`src/hdl/assert_macros.svh`:
```
// Assertion macros shared by the scaler RTL.
`ifndef ASSERT_MACROS_SVH
`define ASSERT_MACROS_SVH

// Clocked assertion, suspended while reset is asserted.
`define BIS_ASSERT(label, prop, msg) \
    label: assert property (@(posedge i_clk) disable iff (!i_rst_n) prop) else $error(msg);

// Clocked assertion that also holds during reset.
`define BIS_ASSERT_ALWAYS(label, prop, msg) \
    label: assert property (@(posedge i_clk) prop) else $error(msg);

`endif

```
`src/hdl/bis_pkg.sv`:
```
// Types, widths and constants shared by the bilinear scaler modules.
package bis_pkg;

    localparam int POS_W   = 12;  // pos_x / pos_y
    localparam int PIX_W   = 32;
    localparam int SZ_W    = 9;   // source size registers
    localparam int TSZ_W   = 12;  // target size registers
    localparam int D_W     = TSZ_W + 1;          // 2 * target size
    localparam int N_W     = POS_W + 1 + SZ_W + 1; // signed source position numerator
    localparam int Q_W     = SZ_W;               // integer source coordinate
    localparam int CNT_W   = $clog2(Q_W);
    localparam int WT_W    = 2 * D_W;
    localparam int LANES   = 4;
    localparam int LANE_W  = 8;
    localparam int ACC_W   = WT_W + LANE_W;
    localparam int CFG_IDX_W = 2;
    localparam int CFG_DAT_W = TSZ_W;
    localparam int Q_DEPTH = 4;

    localparam int DEF_MAX_SRC_W = 256;
    localparam int DEF_MAX_SRC_H = 256;

    localparam logic [SZ_W-1:0]  RST_SRC_SIZE = SZ_W'(256);
    localparam logic [TSZ_W-1:0] RST_TGT_SIZE = TSZ_W'(256);

    localparam logic [CFG_IDX_W-1:0] CFG_SRC_W = 2'd0;
    localparam logic [CFG_IDX_W-1:0] CFG_SRC_H = 2'd1;
    localparam logic [CFG_IDX_W-1:0] CFG_TGT_W = 2'd2;
    localparam logic [CFG_IDX_W-1:0] CFG_TGT_H = 2'd3;

    localparam logic ST_OK  = 1'b0;
    localparam logic ST_ERR = 1'b1;

    localparam logic CMD_WRITE = 1'b0;

    typedef enum logic [1:0] {
        K_WRITE = 2'd0,
        K_QUERY = 2'd1,
        K_ERROR = 2'd2
    } t_kind;

    typedef struct packed {
        t_kind             kind;
        logic [POS_W-1:0]  x;
        logic [POS_W-1:0]  y;
        logic [PIX_W-1:0]  pixel;
    } t_cmd;

    typedef struct packed {
        logic [SZ_W-1:0]  sw;
        logic [SZ_W-1:0]  sh;
        logic [TSZ_W-1:0] tw;
        logic [TSZ_W-1:0] th;
    } t_geom;

    // Zero acts as one, anything above the memory size acts as that size.
    function automatic logic [SZ_W-1:0] eff_size(input logic [SZ_W-1:0] v, input int maxv);
        logic [SZ_W-1:0] res;
        if (v == '0)
            res = SZ_W'(1);
        else if (int'(v) > maxv)
            res = SZ_W'(maxv);
        else
            res = v;
        return res;
    endfunction

endpackage

```
`src/hdl/bis_queue.sv`:
```
// Command queue between the scaler front end and back end.
module bis_queue (
    input  logic          i_clk,
    input  logic          i_rst_n,
    input  logic          i_push,
    input  bis_pkg::t_cmd i_data,
    output logic          o_full,
    input  logic          i_pop,
    output logic          o_empty,
    output bis_pkg::t_cmd o_data
);
    import bis_pkg::*;

    localparam int PW = $clog2(Q_DEPTH);
    localparam int CW = $clog2(Q_DEPTH + 1);

    t_cmd          r_mem [Q_DEPTH];
    logic [PW-1:0] r_wr;
    logic [PW-1:0] r_rd;
    logic [CW-1:0] r_count;
    logic          push_ok;
    logic          pop_ok;

    assign o_full  = (r_count == CW'(Q_DEPTH));
    assign o_empty = (r_count == '0);
    assign o_data  = r_mem[r_rd];
    assign push_ok = i_push && !o_full;
    assign pop_ok  = i_pop && !o_empty;

    always_ff @(posedge i_clk) begin
        if (!i_rst_n) begin
            r_wr    <= '0;
            r_rd    <= '0;
            r_count <= '0;
        end else begin
            if (push_ok)
                r_wr <= r_wr + PW'(1);
            if (pop_ok)
                r_rd <= r_rd + PW'(1);
            r_count <= r_count + CW'(push_ok) - CW'(pop_ok);
        end
    end

    always_ff @(posedge i_clk) begin
        if (push_ok)
            r_mem[r_wr] <= i_data;
    end

`include "assert_macros.svh"
    `BIS_ASSERT(a_q_count_bound, r_count <= CW'(Q_DEPTH), "queue count above depth")
    `BIS_ASSERT(a_q_no_push_full, i_push |-> !o_full, "front pushed into a full queue")

endmodule

```
`config.mk`:
```
export PLATFORM = sky130hd
export DESIGN_NAME = bis_queue
export DESIGN_NICKNAME = d
export VERILOG_FILES = /design/src/hdl/bis_pkg.sv /design/src/hdl/bis_queue.sv
export VERILOG_INCLUDE_DIRS = /design/src /design/src/hdl
export SDC_FILE = /design/constraint.sdc
export NUM_CORES = 1
export LEC_CHECK = 0
export ABC_AREA = 1
export BUFFER_PORTS_ARGS = -buffer_cell sky130_fd_sc_hd__clkbuf_2
export CAP_MARGIN = 20
export CORE_MARGIN = 10
export CORE_UTILIZATION = 51
export CTS_BUF_LIST = sky130_fd_sc_hd__clkbuf_16
export CTS_CLUSTER_DIAMETER = 50
export DETAILED_ROUTE_END_ITERATION = 8
export HOLD_SLACK_MARGIN = 0.02
export PLACE_DENSITY = 0.75
export SETUP_SLACK_MARGIN = 0.15
export SYNTH_ARGS = -nofsm -noshare
export SYNTH_HDL_FRONTEND = slang
export SYNTH_SLANG_ARGS = --single-unit
```
`constraint.sdc`:
```
create_clock -name i_clk -period 3.5 [get_ports i_clk]
set_clock_uncertainty 0.05 [all_clocks]
set_input_delay 0.7 -clock i_clk [delete_from_list [all_inputs] [get_ports i_clk]]
set_output_delay 0.7 -clock i_clk [all_outputs]
set_load 0.02 [all_outputs]
```
== Yosys cells after proc, flatten, opt, wreduce, memory -nomap -nowiden ==
Memory sizes are Yosys's and may differ from the RTL's. A register that Yosys moved wholly into a read port is not among the register bits.
Cells that the tools add are included.

* Register bits after elaboration: 7
* Memory bits (writable): 232
* Output and inout port bits: 60
* Logic and storage cells: 18
* Memories kept: 1

{| class="wikitable"
|+ Memories
! name !! words !! width !! read ports !! clocked after memory_dff !! write ports !! line !! source
|-
| r_mem || 4 || 58 || 1 || 1 || 1 || bis_queue.sv:17 || <nowiki>t_cmd r_mem [Q_DEPTH];</nowiki>
|}

* Add/subtract/negate cells: 4
* Equal/unequal tests: 1
* Mux-type cells: 4
* Reductions and logical operators: 5

{| class="wikitable"
|+ Operators with widths
! operator !! count
|-
| $add 2x1->2 const B || 2
|-
| $mux 2 || 2
|-
| $add 3x1->3 || 1
|-
| $eq 3x3->1 const B || 1
|-
| $logic_not 3->1 || 1
|-
| $sub 3x1->3 || 1
|-
| $logic_and 1x1->1 || 2
|-
| $logic_not 1->1 || 2
|-
| $mux 1 || 2
|}

== Logic depth before layout (Yosys ltp) ==
* Depth after elaboration: 5
* Depth in mapped cells: 11
* Mapped depth without buffers: 11

== Worst setup path before layout ==
OpenSTA, ideal clock, no wires.

* Path type: input port to flip-flop
* Start: in i_push
* End: mem r_mem[0][0] (netlist name), enable pin
* Library setup time: 0.474 ns
* Data arrival time: 3.247 ns
* Required time: 2.976 ns
* Path slack: -0.271 ns
* Stages on the path: 2
* Buffers on the path: 0
* Path through: nand2_1 nor2_1

* Longest elaborated chain between the ends: 3

{| class="wikitable"
|+ Ends and longest elaborated chain
! element !! line !! source
|-
| from (decl) || bis_queue.sv:5 || <nowiki>input logic i_push,</nowiki>
|-
| $logic_and 1x1->1 || bis_queue.sv:27 || <nowiki>assign push_ok = i_push && !o_full;</nowiki>
|-
| $mux 1 || bis_queue.sv:45 || <nowiki>if (push_ok)</nowiki>
|-
| $mux 1 (implied by the code) || bis_queue.sv:46 || <nowiki>r_mem[r_wr] <= i_data;</nowiki>
|-
| to (decl) || bis_queue.sv:17 ||
|}

No other way between the ends.

==> results.sh <==
export IMPL_status="completed"
export IMPL_synth_warnings=0
export IMPL_r2r_slack_ns=1.32
export IMPL_maxCapViolCount=0
export IMPL_dieArea_um2=23700
export IMPL_dr_first_iter_drc_count=388
export IMPL_critPathMaxStageDelay_ns=0.46
export IMPL_hold_class="in2reg"
export IMPL_dp_hpwl_um=11300
export IMPL_layout_drive_gt1_share_pct=23.8
export IMPL_layout_common_cells="232 x edfxtp_1, 121 x clkbuf_2, 114 x nor2_1"
export IMPL_finalCoreUtilization_pct=61.2
export IMPL_r2r_end="r_count[2]"
export IMPL_vias=5462
export IMPL_tightestPinTransition_ns=0.664
export IMPL_cts_root_buf="clkbuf_16"
export IMPL_post_cts_resize_count=0
export IMPL_hold_path_endpoint="r_mem[1][27]"
export IMPL_clock_path_buffers=3
export IMPL_finalHoldViolCount=0
export IMPL_post_cts_buffers=0
export IMPL_place_ws_ns=0.873
export IMPL_synth_cells=629
export IMPL_yosys_cell_types_count=23
export IMPL_finalNetCount=818
export IMPL_multi_input_area_um2=1680
export IMPL_placed_cells=947
export IMPL_ant_nets=0
export IMPL_clk_pin_slew_ns=0.06
export IMPL_ioPinCount=122
export IMPL_port_buffer_count=121
export IMPL_cts_tree="built"
export IMPL_slew_headroom_pct=55.6
export IMPL_rsz0062_at_grt="false"
export IMPL_period_share_pct=89.3
export IMPL_post_drt_wl_per_cell_um=19.3
export IMPL_synth_nets=698
export IMPL_fillers=1292
export IMPL_final_common_cell="edfxtp_1"
export IMPL_power_density_nw_per_um2=741
export IMPL_area_growth_pct=16.7
export IMPL_worstSetupEndpointType="output pin"
export IMPL_cts_htree_levels=1
export IMPL_grt_pass1_wl_um=30400
export IMPL_synth_area_um2=9140
export IMPL_final_cells=994
export IMPL_setup_violations=0
export IMPL_gp_congestion=0.742
export IMPL_grt_overflow=0
export IMPL_critPathKind="reg2out"
export IMPL_timing_rr_start="r_count[1]"
export IMPL_grt_antenna_before_repair=1
export IMPL_post_route_drc_count=0
export IMPL_required_ns=2.75
export IMPL_fmax_mhz=320
export IMPL_cp_cell_sequence="inv_2 > buf_4 > o21ai_0 > o22ai_1 > clkbuf_2"
export IMPL_grt_pass1_vias=5807
export IMPL_fp_row_count=48
export IMPL_synth_area_leaders="edfxtp_1 76%, o21ai_0 6.0%, nor2_1 4.8%, o22ai_1 3.8%, dfxtp_1 2.0%"
export IMPL_clock_sinks=241
export IMPL_yosys_area_top_type="edfxtp_1"
export IMPL_wirelength_um=19100
export IMPL_initial_core_util_pct=52.5
export IMPL_vdd_drop_max_mv=0.358
export IMPL_slowest_stage="inv_2"
export IMPL_critical_path_arrival_ns=2.38
export IMPL_yosysSeqAreaShare_pct=78.2
export IMPL_crit_fanout=35
export IMPL_slew_viol_final=0
export IMPL_numCtsBuffers=25
export IMPL_synth_top_cell_area_share_pct=76.2
export IMPL_synth_seq_cells=241
export IMPL_core_um2=17400
export IMPL_viasPerCell=5.49
export IMPL_start_kind="flop"
export IMPL_hp_start="i_data[27]"
export IMPL_seq_area_um2=7150
export IMPL_worstRegToRegCells=10
export IMPL_syn_avg_cell_area_um2=14.5
export IMPL_period_needed_ns=3.13
export IMPL_min_path_cells=1
export IMPL_track_usage_pct=15.8
export IMPL_p_leak_nw=3.84
export IMPL_die_y_um=154
export IMPL_grt_max_degree=117
export IMPL_worstSkewPairLatency_ns=0.50
export IMPL_setup_slack_ns=0.375
export IMPL_drt_pass1_iter_count=5
export IMPL_cts_hold_repair_buffers=0
export IMPL_die_x_um=154
## cell type report
cell class / instances / share of cell area (%)
multi-input combinational: 332 / 15.8
tap: 225 / 2.64
sequential: 241 / 67.1
clock buffer: 25 / 5.87
clock inverter: 21 / 0.962
timing repair buffer: 130 / 6.90
inverter: 19 / 0.739
antenna: 1 / 0.0235
## cell usage after synthesis, drive strengths merged
library cell  instances
a21oi                 5
buf                  20
clkbuf               17
dfxtp                 9
edfxtp              232
fa                    1
ha                    6
inv                  19
nand2                14
nand3                 4
nor2                128
o21ai               116
o22ai                58
## sequential cells by signal (all words and copies together) (netlist names), named ones only
name and cells:
r_rd 2, r_count 3, r_mem 232, r_wr 2
## how the worst max path moves through the flow
stage	start	to	slack, ns	depth (start not counted)
after floorplan	i_push	r_mem[0][0]	-0.27	2
after global placement	flop	o_data[15]	0.96	5
after detailed placement	flop	o_data[15]	0.87	4
after CTS	flop	o_data[15]	0.33	4
after global routing	flop	o_data[25]	0.21	4
final	flop	o_data[15]	0.37	5
## cells by family (layout without fill, tap and decap cells)
logic type	count (synthesis)	in the layout	synth area share, %
buffers and inverters	56	195	3.70
AND/OR/NAND/NOR	146	146	6.33
flip-flops	241	241	78.2
adder cells (fa/ha/maj)	7	7	1.04
other	0	1	0
AO/OA/AOI/OAI	179	179	10.7
## stage by stage
step / hold WS, ns / area [µm²] / total power (W) / TNS, ns
2_1_floorplan: 0.398 / 9140 / 0.00503 / -62.85
3_3_place_gp: 0.407 / 9930 / 0.00563 / 0
3_5_place_dp: 0.425 / 9930 / 0.00571 / 0
4_1_cts: 0.342 / 10700 / 0.00799 / 0
5_1_grt: 0.348 / 10700 / 0.00833 / 0
6_report: 0.360 / 10700 / 0.00790 / 0
## worst max-delay path, delay by kind of cell, from the launching register on
family | cells | cell delay [ns]
DFF | 1 | 0.32
buffers and inverters | 3 | 1.11
AOI/OAI and AO/OA | 2 | 0.41
## metal layers
layer	wire length [µm]	global-route usage [%]	part of all wire, %	vias up
met5	0	0	0	-
met4	301	4.18	1.6	0
met3	1470	4.55	7.7	32
met2	9510	26.4	50	177
met1	7860	19.7	41	2672
li1	-	-	-	2581
## where the power goes
group	switching, W	leakage [nW]	internal [W]
clock network	0.000988	0.397	0.00130
logic	0.00141	1.24	0.000567
registers	0.000129	2.20	0.00351
total	0.00252	3.84	0.00538
No activity file was read; power rests on OpenSTA's default activity.
