<file path="config.mk">
export PLATFORM = sky130hd
export DESIGN_NAME = bis_front
export DESIGN_NICKNAME = d
export VERILOG_FILES = /design/src/hdl/assert_macros.svh /design/src/hdl/bis_pkg.sv /design/src/hdl/bis_front.sv
export SDC_FILE = /design/constraint.sdc
export NUM_CORES = 1
export LEC_CHECK = 0
export ABC_AREA = 1
export BUFFER_PORTS_ARGS = -buffer_cell sky130_fd_sc_hd__buf_2
export CAP_MARGIN = 30
export CORE_MARGIN = 2
export CORE_UTILIZATION = 44
export CTS_CLUSTER_DIAMETER = 150
export DETAILED_ROUTE_END_ITERATION = 7
export PLACE_DENSITY = 0.81
export SLEW_MARGIN = 25
export SYNTH_ARGS = -nofsm -noshare
export SYNTH_HDL_FRONTEND = slang
export SYNTH_SLANG_ARGS = --single-unit
</file>
<file path="constraint.sdc">
create_clock -name i_clk -period 2.1 [get_ports i_clk]
set_clock_uncertainty 0.05 [all_clocks]
set_input_delay 0.105 -clock i_clk [delete_from_list [all_inputs] [get_ports i_clk]]
set_output_delay 0.105 -clock i_clk [all_outputs]
set_load 0.02 [all_outputs]
</file>
<file path="src/hdl/assert_macros.svh">
// Assertion macros shared by the scaler RTL.
`ifndef ASSERT_MACROS_SVH
`define ASSERT_MACROS_SVH

// Clocked assertion, suspended while reset is asserted.
`define BIS_ASSERT(label, prop, msg) \
    label: assert property (@(posedge i_clk) disable iff (!i_rst_n) prop) else $error(msg);

// Clocked assertion that also holds during reset.
`define BIS_ASSERT_ALWAYS(label, prop, msg) \
    label: assert property (@(posedge i_clk) prop) else $error(msg);

`endif

</file>
<file path="src/hdl/bis_pkg.sv">
// Types, widths and constants shared by the bilinear scaler modules.
package bis_pkg;

    localparam int POS_W   = 12;  // pos_x / pos_y
    localparam int PIX_W   = 32;
    localparam int SZ_W    = 9;   // source size registers
    localparam int TSZ_W   = 12;  // target size registers
    localparam int D_W     = TSZ_W + 1;          // 2 * target size
    localparam int N_W     = POS_W + 1 + SZ_W + 1; // signed source position numerator
    localparam int Q_W     = SZ_W;               // integer source coordinate
    localparam int CNT_W   = $clog2(Q_W);
    localparam int WT_W    = 2 * D_W;
    localparam int LANES   = 4;
    localparam int LANE_W  = 8;
    localparam int ACC_W   = WT_W + LANE_W;
    localparam int CFG_IDX_W = 2;
    localparam int CFG_DAT_W = TSZ_W;
    localparam int Q_DEPTH = 4;

    localparam int DEF_MAX_SRC_W = 256;
    localparam int DEF_MAX_SRC_H = 256;

    localparam logic [SZ_W-1:0]  RST_SRC_SIZE = SZ_W'(256);
    localparam logic [TSZ_W-1:0] RST_TGT_SIZE = TSZ_W'(256);

    localparam logic [CFG_IDX_W-1:0] CFG_SRC_W = 2'd0;
    localparam logic [CFG_IDX_W-1:0] CFG_SRC_H = 2'd1;
    localparam logic [CFG_IDX_W-1:0] CFG_TGT_W = 2'd2;
    localparam logic [CFG_IDX_W-1:0] CFG_TGT_H = 2'd3;

    localparam logic ST_OK  = 1'b0;
    localparam logic ST_ERR = 1'b1;

    localparam logic CMD_WRITE = 1'b0;

    typedef enum logic [1:0] {
        K_WRITE = 2'd0,
        K_QUERY = 2'd1,
        K_ERROR = 2'd2
    } t_kind;

    typedef struct packed {
        t_kind             kind;
        logic [POS_W-1:0]  x;
        logic [POS_W-1:0]  y;
        logic [PIX_W-1:0]  pixel;
    } t_cmd;

    typedef struct packed {
        logic [SZ_W-1:0]  sw;
        logic [SZ_W-1:0]  sh;
        logic [TSZ_W-1:0] tw;
        logic [TSZ_W-1:0] th;
    } t_geom;

    // Zero acts as one, anything above the memory size acts as that size.
    function automatic logic [SZ_W-1:0] eff_size(input logic [SZ_W-1:0] v, input int maxv);
        logic [SZ_W-1:0] res;
        if (v == '0)
            res = SZ_W'(1);
        else if (int'(v) > maxv)
            res = SZ_W'(maxv);
        else
            res = v;
        return res;
    endfunction

endpackage

</file>
<file path="src/hdl/bis_front.sv">
// Scaler front end: configuration registers and command classification.
module bis_front #(
    parameter int MAX_W = bis_pkg::DEF_MAX_SRC_W,
    parameter int MAX_H = bis_pkg::DEF_MAX_SRC_H
) (
    input  logic                           i_clk,
    input  logic                           i_rst_n,
    input  logic                           i_cfg_valid,
    output logic                           o_cfg_ready,
    input  logic [bis_pkg::CFG_IDX_W-1:0]  i_cfg_index,
    input  logic [bis_pkg::CFG_DAT_W-1:0]  i_cfg_data,
    input  logic                           i_push,
    input  logic                           i_command,
    input  logic [bis_pkg::POS_W-1:0]      i_pos_x,
    input  logic [bis_pkg::POS_W-1:0]      i_pos_y,
    input  logic [bis_pkg::PIX_W-1:0]      i_pixel_in,
    input  logic                           i_q_full,
    output logic                           o_q_push,
    output bis_pkg::t_cmd                  o_q_data,
    output bis_pkg::t_geom                 o_geom
);
    import bis_pkg::*;

    logic [SZ_W-1:0]  r_src_w;
    logic [SZ_W-1:0]  r_src_h;
    logic [TSZ_W-1:0] r_tgt_w;
    logic [TSZ_W-1:0] r_tgt_h;
    logic [SZ_W-1:0]  sw;
    logic [SZ_W-1:0]  sh;
    logic             wr_inside;
    logic             q_inside;

    assign o_cfg_ready = 1'b1;

    always_ff @(posedge i_clk) begin
        if (!i_rst_n) begin
            r_src_w <= RST_SRC_SIZE;
            r_src_h <= RST_SRC_SIZE;
            r_tgt_w <= RST_TGT_SIZE;
            r_tgt_h <= RST_TGT_SIZE;
        end else if (i_cfg_valid) begin
            case (i_cfg_index)
                CFG_SRC_W: r_src_w <= i_cfg_data[SZ_W-1:0];
                CFG_SRC_H: r_src_h <= i_cfg_data[SZ_W-1:0];
                CFG_TGT_W: r_tgt_w <= i_cfg_data;
                CFG_TGT_H: r_tgt_h <= i_cfg_data;
                default: ;
            endcase
        end
    end

    assign sw = eff_size(r_src_w, MAX_W);
    assign sh = eff_size(r_src_h, MAX_H);

    assign wr_inside = (i_pos_x < POS_W'(sw)) && (i_pos_y < POS_W'(sh));
    assign q_inside  = (i_pos_x < r_tgt_w) && (i_pos_y < r_tgt_h);

    // Drop writes that fall outside the source image.
    assign o_q_push = i_push && !i_q_full && (i_command != CMD_WRITE || wr_inside);

    always_comb begin
        o_q_data.x     = i_pos_x;
        o_q_data.y     = i_pos_y;
        o_q_data.pixel = i_pixel_in;
        if (i_command == CMD_WRITE)
            o_q_data.kind = K_WRITE;
        else if (q_inside)
            o_q_data.kind = K_QUERY;
        else
            o_q_data.kind = K_ERROR;
    end

    assign o_geom.sw = sw;
    assign o_geom.sh = sh;
    assign o_geom.tw = r_tgt_w;
    assign o_geom.th = r_tgt_h;

endmodule

</file>
* Word-level counts from Yosys, hierarchy flattened
Index checks and enable logic that the tools add are counted.
** Storage, ports and cells
- Register bits :: 42
- Input bits :: 76
- Output and inout bits :: 102
** Cells by class
- Reductions and logical operators :: 13
- Multiplexer cells :: 6
- $lt $le $gt $ge :: 6
- Equality and inequality tests :: 3
** Operators by type and width (count)
- $mux 9 :: 4
- $lt 12x12->1 :: 2
- $lt 12x9->1 :: 2
- $gt 9x9->1 const B :: 2
- $logic_not 9->1 :: 2
- $reduce_and 2->1 :: 4
- $eq 2x2->1 const B :: 2
- $logic_and 1x1->1 :: 4
- $mux 2 :: 2
- $eq 2x1->1 const B :: 1
- $logic_not 2->1 :: 1
- $logic_not 1->1 :: 1
- $logic_or 1x1->1 :: 1

* Depth between registers and ports, before layout
Gate-level depths: netlist (run 1).
- Depth in word-level cells :: 7
- Mapped depth :: 14

* Least setup slack after synthesis (run 1)
No wires, ideal clock.
- Kind :: flip-flop to output port
- Start point :: register r_src_h[4]
- End point :: output o_q_push
- Cell stages (with the launch flop) :: 15
- Data required time :: 1.945 ns
- Path slack :: 0.076 ns
- Data arrival time :: 1.869 ns
- Path through :: dfxtp_1 -> nor2_1 -> nand2_1 -> nor2_2 -> nor2_1 -> inv_1 -> nand2_1 -> ha_1 -> a21oi_1 -> o21ai_0 -> nand3_1 -> nand4_1 -> a21oi_1 -> nand3_1 -> a21oi_2
** On the way
- Word-level cells in the longest chain between the ends :: 7
- Elaborated cells between the ends (all ways) :: 8
- Those cells by class :: 2 x order compare; 2 x mux; 4 x reduce/logical
** RTL lines
- from (decl) :: RTL line bis_front.sv:25 : logic [SZ_W-1:0] r_src_h;
- from (signal assigned) :: RTL line bis_front.sv:44 : CFG_SRC_H: r_src_h <= i_cfg_data[SZ_W-1:0];
- $gt 9x9->1 :: RTL line bis_pkg.sv:61 : else if (int'(v) > maxv)
- $mux 9 :: RTL line bis_pkg.sv:61
- $mux 9 * :: RTL line bis_pkg.sv:59 : if (v == '0)
- $lt 12x9->1 * :: RTL line bis_front.sv:55 : assign wr_inside = (i_pos_x < POS_W'(sw)) && (i_pos_y < POS_W'(sh));
- $logic_and 1x1->1 * :: RTL line bis_front.sv:55
- $logic_or 1x1->1 * :: RTL line bis_front.sv:59 : assign o_q_push = i_push && !i_q_full && (i_command != CMD_WRITE || wr_inside);
- $logic_and 1x1->1 * :: RTL line bis_front.sv:59
- to (decl) :: RTL line bis_front.sv:18 : output logic o_q_push,
Mark *: on every way between the ends. The rest lies on a longest branch, timed or not.

* Final worst setup path (run 1)
Ends and elaborated chain as after synthesis.

==> flow_summary.json, run 1 <==
{
  "cts_tree": "built",
  "cp_slowest_cell": "dfxtp_2",
  "hold_path.class": "input pin to register",
  "cts_hold_buf": 0,
  "drc": 0,
  "clk_latency_ns": 0.29,
  "dieArea_um2": 7530,
  "final-hold-violation-count": 0,
  "finalWorstSetupSlack_ns": -0.299,
  "setup_viol": 1,
  "core_area_um2": 6720,
  "drt_iter0_markers": 143,
  "grt_start_max_net_pins": 43,
  "start_util_pct": 44.9,
  "grt_pass1_wl_um": 12600,
  "grt_remaining_overflow": 0,
  "min_period_over_period_pct": 114,
  "critPathMaxFanout": 5,
  "place_ws_ns": -0.140,
  "rsz0062_at_grt": "yes",
  "globalplace.congestion": 0.825,
  "met2_length_um": 4030,
  "drive_above_1_share_pct": 34.7,
  "drtPass1Iterations": 4,
  "tns_ns": -0.299,
  "worst_pin_slew_ns": 0.616,
  "antenna_found_initial": 0,
  "wl_met3_um": 644,
  "ys_seq_elements": 42,
  "p_sw_uw": 692,
  "synth_top_area_share_pct": 27.9,
  "critPathLaunchType": "register",
  "violations": "negative setup slack",
  "clock_path_buffers": 2,
  "dr.max_layer_used": "met4",
  "p_leak_uw": 0.00192,
  "num_antenna_cells": 0,
  "synth_cell_type_count": 22,
  "final_common_cell": "buf_2",
  "ir_worst_vdd_mv": 0.257,
  "syn_area_per_cell_um2": 7.03,
  "wire_per_inst_um": 14.0,
  "power.density_nw_per_um2": 559,
  "die_x_um": 86.8,
  "cp_cell_sequence": "nor2_1 -> nand2_1 -> nor2_2 -> nor2_1 -> inv_2 -> nand2_2 -> ha_4 -> a21oi_2 -> o21ai_1 -> nand3_1 -> nand4_1 -> a21oi_2 -> nand3_2 -> a21oi_2 -> buf_6",
  "clk_pin_slew_ns": 0.09,
  "grt_pass1_vias": 2845,
  "synth_fp_nets": 543,
  "wl_met1_um": 3070,
  "viasPerCell": 5.12,
  "relSlewSlack_pct": 59.0,
  "status": "finished with violations",
  "portBuffers": 112,
  "synth_area_um2": 3010,
  "max_freq_mhz": 417,
  "cpMostUsedCell": "a21oi_2",
  "clock_power_share_pct": 26.7,
  "ys_warn_count": 0,
  "cts_root_buffer": "clkbuf_8",
  "rows": 30,
  "syn_inst": 429,
  "arrival_ns": 2.24,
  "hpwl_um": 6350,
  "yosys.area.top_type": "dfxtp_1",
  "critPathMaxStageDelay_ns": 0.33,
  "ios": 178,
  "clock-sinks": 42,
  "power.internal_uw": 1310,
  "max-cap-violations": 0,
  "p_comb_share_pct": 30.2,
  "post-route-util_pct": 53.3,
  "drv_slew": 0,
  "p_sw_share_pct": 34.6,
  "synth-seq-area-share_pct": 27.9,
  "fin_crit_ns": 2.40,
  "dieHeight_um": 86.8,
  "cts_max_level": 2,
  "cts_buffers": 5,
  "wl_um": 8100,
  "reg2reg_slack_ns": 1.05,
  "grt_util_all_layers_pct": 21.5,
  "synthTopCellsByArea": "dfxtp_1 (28%), ha_1 (16%), buf_4 (14%), nand2_1 (7.2%), inv_1 (7.1%)",
  "syn2layout_area_growth_pct": 18.8,
  "vias": 2959,
  "ant_nets": 0,
  "final_cell_mix": "buf_2 (110), nor2_1 (55), inv_1 (54)",
  "worst_ep_required_time_ns": 1.95,
  "critPathCaptureType": "output pin",
  "nNetsFinal": 611,
  "path_class": "register to output pin",
  "seq_power_share_pct": 43.1
}
## through the flow
stage / total power, uW / hold slack [ns] / std cells / area [um^2]
after floorplan: 1320 / 0.176 / 429 / 3010
after detailed placement: 1410 / 0.160 / 564 / 3290
final: 2000 / 0.0497 / 578 / 3580
after global routing: 2110 / 0.0542 / 578 / 3580
after CTS: 2000 / 0.0433 / 578 / 3520
after global placement: 1390 / 0.160 / 564 / 3290
## flip-flops by register name (all words and copies together) (netlist names)
register and count:
r_src_h 9, r_tgt_h 12, r_tgt_w 12, r_src_w 9
## repair_timing
item / CTS / global route
resized for setup: 21 / 17
endpoints found under the hold margin: 0 / 0
pin swaps: 7 / 9
setup endpoints to repair: 2 / 3
buffers inserted: 6 / 0
## final cells by class
type                    count  area [um^2]
fillers                   637         3140
multi-input cells         260         1620
flip-flops and latches     42          847
repair buffers            130          704
inverters                  58          218
well taps                  80          100
clock buffers               5         68.8
clock inverters             3         21.3
## layer usage
| layer | GRT usage (%) | vias to the layer above |
|---|---|---|
| met2 | 37.1 | 121 |
| met4 | 11.5 | 0 |
| met5 | 0 | - |
| met3 | 6.48 | 33 |
| met1 | 23.5 | 1349 |
| li1 | - | 1456 |
## cell families (layout without fill, tap and decap cells)
family | count (synthesis) | count (layout) | synth area share [%]
simple gates | 130 | 130 | 17.1
buf+inv | 127 | 196 | 22.9
compound gates | 91 | 91 | 16.1
flops | 42 | 42 | 27.9
fa+ha+maj | 38 | 38 | 15.8
other cells | 1 | 1 | 0.124
## path summary, 6_finish.rpt
path	startpoint	endpoint	cells past startpoint
hold reg to reg	r_tgt_w[5]	r_tgt_w[5]	2
setup reg to reg	r_src_w[8]	r_src_w[8]	3
setup / recovery	r_src_h[4]	o_q_push	15
hold / removal	i_cfg_data[8]	r_src_h[8]	3
## cell usage after synthesis
master	number
a21boi_0	2
nor2_1	56
conb_1	1
nand2_1	58
ha_1	38
clkinv_1	1
nand2_2	2
o211ai_1	5
dfxtp_1	42
nor4_1	2
nand3_1	4
o2111ai_1	2
inv_1	57
buf_4	57
o21ai_0	42
a21oi_2	1
a21oi_1	38
clkbuf_1	12
nor2_2	2
nand4_1	1
nor3_1	5
o31ai_1	1
## worst max-delay path, delay by kind of cell, from the launching register on
kind                       cells  cell delay (ns)
buffers and inverters          2             0.23
AOI/OAI and AO/OA              4             0.47
adders and majority gates      1             0.23
DFF                            1             0.33
and+or+nand+nor                8             0.69
## power by group through the flow
stage	registers, uW	clock network, uW	logic [uW]
floorplan	906	0	412
global placement	878	0	512
detailed placement	879	0	529
CTS	861	553	581
global route	868	574	673
finish	862	535	604
Power figures use the tool's default switching activity.
==> inputs of run 2 (changes only) <==
--- a/config.mk
+++ b/config.mk
@@ -8,6 +8,7 @@
 export ABC_AREA = 1
 export BUFFER_PORTS_ARGS = -buffer_cell sky130_fd_sc_hd__buf_2
 export CAP_MARGIN = 30
+export CORE_ASPECT_RATIO = 1.4
 export CORE_MARGIN = 2
 export CORE_UTILIZATION = 44
 export CTS_CLUSTER_DIAMETER = 150
==> flow_summary.json, run 2 (synthesized netlist as in run 1, its figures left out) <==
{
  "multiInputGateArea_um2": 1600,
  "ir_worst_vdd_mv": 0.312,
  "max-cap-violations": 0,
  "wire_per_inst_um": 14.0,
  "cts_root_buffer": "clkbuf_8",
  "met3_usage_pct": 3.75,
  "rows": 35,
  "clock_power_share_pct": 27.5,
  "drtPass1Iterations": 4,
  "clk_pin_slew_ns": 0.10,
  "hpwl_um": 6450,
  "reg2reg_slack_ns": 1.09,
  "cts_tree": "built",
  "grt_remaining_overflow": 0,
  "p_sw_uw": 693,
  "dieHeight_um": 102,
  "min_period_over_period_pct": 116,
  "drc": 0,
  "power.density_nw_per_um2": 559,
  "arrival_ns": 2.29,
  "whs_ns": 0.0238,
  "worst_pin_slew_ns": 0.642,
  "die_x_um": 74.0,
  "drive_above_1_share_pct": 32.9,
  "power.internal_uw": 1290,
  "clock_path_buffers": 2,
  "seq_area_um2": 846,
  "hold_path_end": "r_src_h[6]",
  "min_from": "i_cfg_data[6]",
  "grt_pass1_vias": 2712,
  "violations": "negative setup slack",
  "critPathLaunchType": "register",
  "busiest_layer": "met2",
  "p_sw_share_pct": 34.9,
  "dpl.cell_count": 577,
  "ios": 178,
  "max_freq_mhz": 409,
  "nNetsFinal": 609,
  "clk_latency_ns": 0.30,
  "grt_pass1_wl_um": 12400,
  "vias": 2947,
  "antenna_found_initial": 1,
  "regToRegStartpoint": "r_src_w[8]",
  "num_antenna_cells": 0,
  "p_leak_uw": 0.00191,
  "use_met1_pct": 22.8,
  "place_ws_ns": -0.129,
  "hold_path.class": "input pin to register",
  "fin_crit_ns": 2.44,
  "rsz0062_at_grt": "yes",
  "min_path_cells": 3,
  "status": "finished with violations",
  "viasPerCell": 5.01,
  "final_cell_mix": "buf_2 (110), nand2_1 (55), inv_1 (54), nor2_1 (54), o21ai_0 (41)",
  "r2r_end": "r_src_w[8]",
  "power.total_uw": 1990,
  "wl_um": 8250,
  "portBuffers": 112,
  "use_met2_pct": 39.8,
  "worst_ep_required_time_ns": 1.95,
  "dieArea_um2": 7540,
  "cts_max_level": 2,
  "ant_nets": 0,
  "critPathMaxFanout": 5,
  "top_regs": "r_tgt_h (12), r_tgt_w (12)",
  "setup_viol": 1,
  "instances_no_fill": 588,
  "grt_util_all_layers_pct": 21.3,
  "p_comb_share_pct": 29.0,
  "clock-sinks": 42,
  "cts_buffers": 5,
  "reg2reg_depth": 3,
  "drv_slew": 0,
  "drt_iter0_markers": 170,
  "critPathCaptureType": "output pin",
  "finalWorstSetupSlack_ns": -0.344,
  "start_util_pct": 45.6,
  "nFillCells": 634,
  "seq_power_share_pct": 43.5,
  "path_class": "register to output pin",
  "tns_ns": -0.344,
  "relSlewSlack_pct": 57.2,
  "final_common_cell": "buf_2",
  "grt_start_max_net_pins": 43,
  "globalplace.congestion": 0.818,
  "syn2layout_area_growth_pct": 17.8,
  "final-hold-violation-count": 0,
  "core_area_um2": 6610
}
[run 2: changes by cell type in the layout (fill, tap and decap cells not counted), sizes merged]
| cell | change |
|---|---|
| clkinvlp | -1 |
| buf | -2 |
| clkbuf | +1 |
[run 2: worst max-delay path: stages (launching register included)]
cell	delay (ns)
dfxtp_2	0.34
nor2_2	0.09
nand2_1	0.07
nor2_2	0.13
nor2_1	0.06
inv_2	0.13
nand2_4	0.08
ha_4	0.24
a21oi_2	0.13
o21ai_1	0.08
nand3_1	0.07
nand4_1	0.07
a21oi_1	0.12
nand3_1	0.11
a21oi_2	0.14
buf_6	0.13
[run 2: area by class of cell]
| type | count | share of cell area, % |
|---|---|---|
| clock inverter | 2 | 0.388 |
| tap | 92 | 3.24 |
| multi-input combinational | 260 | 44.9 |
| inverter | 58 | 6.13 |
| timing repair buffer | 128 | 19.4 |
| clock buffer | 6 | 2.04 |
| sequential | 42 | 23.8 |
[run 2: worst max path at each step]
stage	slack (ns)	from	end
global route	-0.52	r_src_h[6]	o_q_push
global placement	-0.03	r_src_h[5]	o_q_push
CTS	-0.34	r_src_h[1]	o_q_push
floorplan	0.08	r_src_h[4]	o_q_push
detailed placement	-0.13	r_src_h[5]	o_q_push
finish	-0.34	r_src_h[6]	o_q_push
[run 2: power groups by stage]
stage | clock network [uW] | logic [uW] | registers [uW]
6_report | 545 | 576 | 864
3_3_place_gp | 0 | 515 | 878
3_5_place_dp | 0 | 532 | 880
5_1_grt | 581 | 638 | 869
4_1_cts | 542 | 556 | 862
2_1_floorplan | 0 | 412 | 906
[run 2: what timing repair did]
item,CTS,global route
pin swaps,11,11
hold buffers,0,0
setup endpoints to repair,3,3
gates resized for setup,18,13
buffers inserted,2,1
[run 2: per-stage QoR]
step	utilization, %	cell area [um^2]
2_1_floorplan	-	3010
3_3_place_gp	50.1	3310
3_5_place_dp	50.1	3310
4_1_cts	52.8	3490
5_1_grt	53.7	3550
6_report	53.7	3550
[run 2: routing by layer]
metal	share of wire, %	wire (um)	vias up
met4	3.2	265	0
li1	-	-	1449
met1	38	3140	1367
met5	0	0	-
met2	53	4400	103
met3	5.4	449	28
==> inputs of run 3 (changes only) <==
--- a/config.mk
+++ b/config.mk
@@ -6,7 +6,7 @@
 export NUM_CORES = 1
 export LEC_CHECK = 0
 export ABC_AREA = 1
-export BUFFER_PORTS_ARGS = -buffer_cell sky130_fd_sc_hd__buf_2
+export BUFFER_PORTS_ARGS = -buffer_cell sky130_fd_sc_hd__buf_4
 export CAP_MARGIN = 30
 export CORE_ASPECT_RATIO = 1.4
 export CORE_MARGIN = 2
==> flow_summary.json, run 3 (synthesized netlist as in run 1, its figures left out) <==
{
  "status": "finished with violations",
  "violations": "negative setup slack",
  "viasPerCell": 5.00,
  "r2r_end": "r_src_w[8]",
  "min_from": "i_cfg_data[8]",
  "cpMostUsedCell": "a21oi_2",
  "p_leak_uw": 0.00201,
  "power.density_nw_per_um2": 552,
  "fin_crit_ns": 2.46,
  "cts_root_buffer": "clkbuf_8",
  "max_freq_mhz": 407,
  "min_period_over_period_pct": 117,
  "syn2layout_area_growth_pct": 30.3,
  "hpwl_um": 6480,
  "grt_util_all_layers_pct": 21.5,
  "endpoint": "o_q_push",
  "drive_above_1_share_pct": 35.0,
  "dieHeight_um": 102,
  "post-route-util_pct": 59.4,
  "worst_pin_slew_ns": 0.594,
  "relSlewSlack_pct": 60.4,
  "ios": 178,
  "final_cell_mix": "buf_4 (130), nor2_1 (56), inv_1 (55)",
  "grt_pass1_wl_um": 12500,
  "critPathMaxFanout": 5,
  "portBuffers": 112,
  "top_regs": "r_tgt_h (12), r_tgt_w (12)",
  "nNetsFinal": 613,
  "die_x_um": 74.0,
  "reg2reg_slack_ns": 1.03,
  "critPathCaptureType": "output pin",
  "cts_hold_buf": 0,
  "setup_viol": 1,
  "vias": 2959,
  "worst_ep_required_time_ns": 1.95,
  "critPathLaunchType": "register",
  "max-cap-violations": 0,
  "power.total_uw": 2170,
  "regToRegStartpoint": "r_src_w[8]",
  "wire_per_inst_um": 13.9,
  "globalplace.congestion": 0.833,
  "clock-sinks": 42,
  "arrival_ns": 2.30,
  "antenna_found_initial": 0,
  "hold_path.class": "input pin to register",
  "ant_nets": 0,
  "final_common_cell": "buf_4",
  "grt_start_max_net_pins": 43,
  "clk_latency_ns": 0.29,
  "rsz0062_at_grt": "yes",
  "ir_worst_vdd_mv": 0.329,
  "whs_ns": 0.0171,
  "placed_cell_area_um2": 3590,
  "cp_slowest_cell": "dfxtp_2",
  "grt_pass1_vias": 2769,
  "nFillCells": 608,
  "cts_max_level": 2,
  "final-hold-violation-count": 0,
  "cp_cell_sequence": "nor2_1 -> nand2_1 -> nor2_2 -> nor2_1 -> inv_2 -> nand2_4 -> ha_4 -> a21oi_2 -> o21ai_1 -> nand3_1 -> nand4_1 -> a21oi_2 -> nand3_2 -> a21oi_2 -> buf_6",
  "core_area_um2": 6610,
  "cts_tree": "built",
  "path_class": "register to output pin",
  "reg2reg_depth": 3,
  "clk_pin_slew_ns": 0.08,
  "dpl.cell_count": 577,
  "rows": 35,
  "drt_iter0_markers": 125,
  "dieArea_um2": 7540,
  "cts_buffers": 5,
  "grt_remaining_overflow": 0,
  "finalWorstSetupSlack_ns": -0.358,
  "wl_um": 8230,
  "drc": 0,
  "drv_slew": 0,
  "instances_no_fill": 592,
  "postLayoutCellArea_um2": 3930,
  "clock_path_buffers": 2,
  "drtPass1Iterations": 4,
  "critPathMaxStageDelay_ns": 0.32,
  "start_util_pct": 45.6,
  "num_antenna_cells": 0,
  "crit_start": "r_src_h[6]"
}
## run 3: changes by cell type in the layout (fill, tap and decap cells not counted), sizes merged
| cell | delta |
|---|---|
| buf | +4 |
| bufinv | +1 |
| clkbuf | +1 |
| clkinv | -2 |
## run 3: worst min path at each step
stage / depth (start not counted) / to
6_report: 3 / r_tgt_h[8]
5_1_grt: 3 / r_tgt_w[0]
4_1_cts: 3 / r_tgt_h[8]
3_5_place_dp: 0 / o_q_data[1]
3_3_place_gp: 0 / o_q_data[1]
2_1_floorplan: 2 / r_tgt_h[8]
## run 3: layout make-up
type                    instances  area [um^2]  share of cell area [%]
clock inverters                 1         30.0                   0.765
multi-input cells             260         1640                    41.9
inverters                      58          218                    5.54
well taps                      92          115                    2.93
repair buffers                132          998                    25.4
flip-flops and latches         42          846                    21.5
clock buffers                   7         76.3                    1.94
## run 3: report_power, final
part / leakage, uW / switching [uW] / internal, uW / total, uW
Sequential: 0.000346 / 25.2 / 839 / 864
Combinational: 0.00162 / 371 / 292 / 663
Clock: 0.0000524 / 287 / 356 / 643
Total: 0.00201 / 683 / 1490 / 2170
## run 3: what timing repair did
action | 4_1_cts | 5_1_grt
pin swaps | 12 | 18
resized for setup | 17 | 23
buffers inserted | 2 | 5
endpoints found under the setup margin | 3 | 3
## run 3: routing by layer
layer	routed length, um	track usage [%]	up-vias
li1	-	-	1463
met1	3040	23.7	1357
met2	4470	39.1	113
met3	498	4.24	26
met4	223	9.23	0
met5	0	0	-
## run 3: critical path: cells and delay by family, from the launching register on
| kind | cells | cell delay [ns] |
|---|---|---|
| flops | 1 | 0.32 |
| fa+ha+maj | 1 | 0.22 |
| compound gates | 4 | 0.46 |
| buf+inv | 2 | 0.28 |
| simple gates | 8 | 0.71 |
## run 3: metrics by stage
stage          TNS (ns)  setup slack [ns]
2_1_floorplan         0            0.0757
3_3_place_gp   -0.00505          -0.00505
3_5_place_dp     -0.105            -0.105
4_1_cts          -0.311            -0.311
5_1_grt          -0.540            -0.479
6_report         -0.358            -0.358
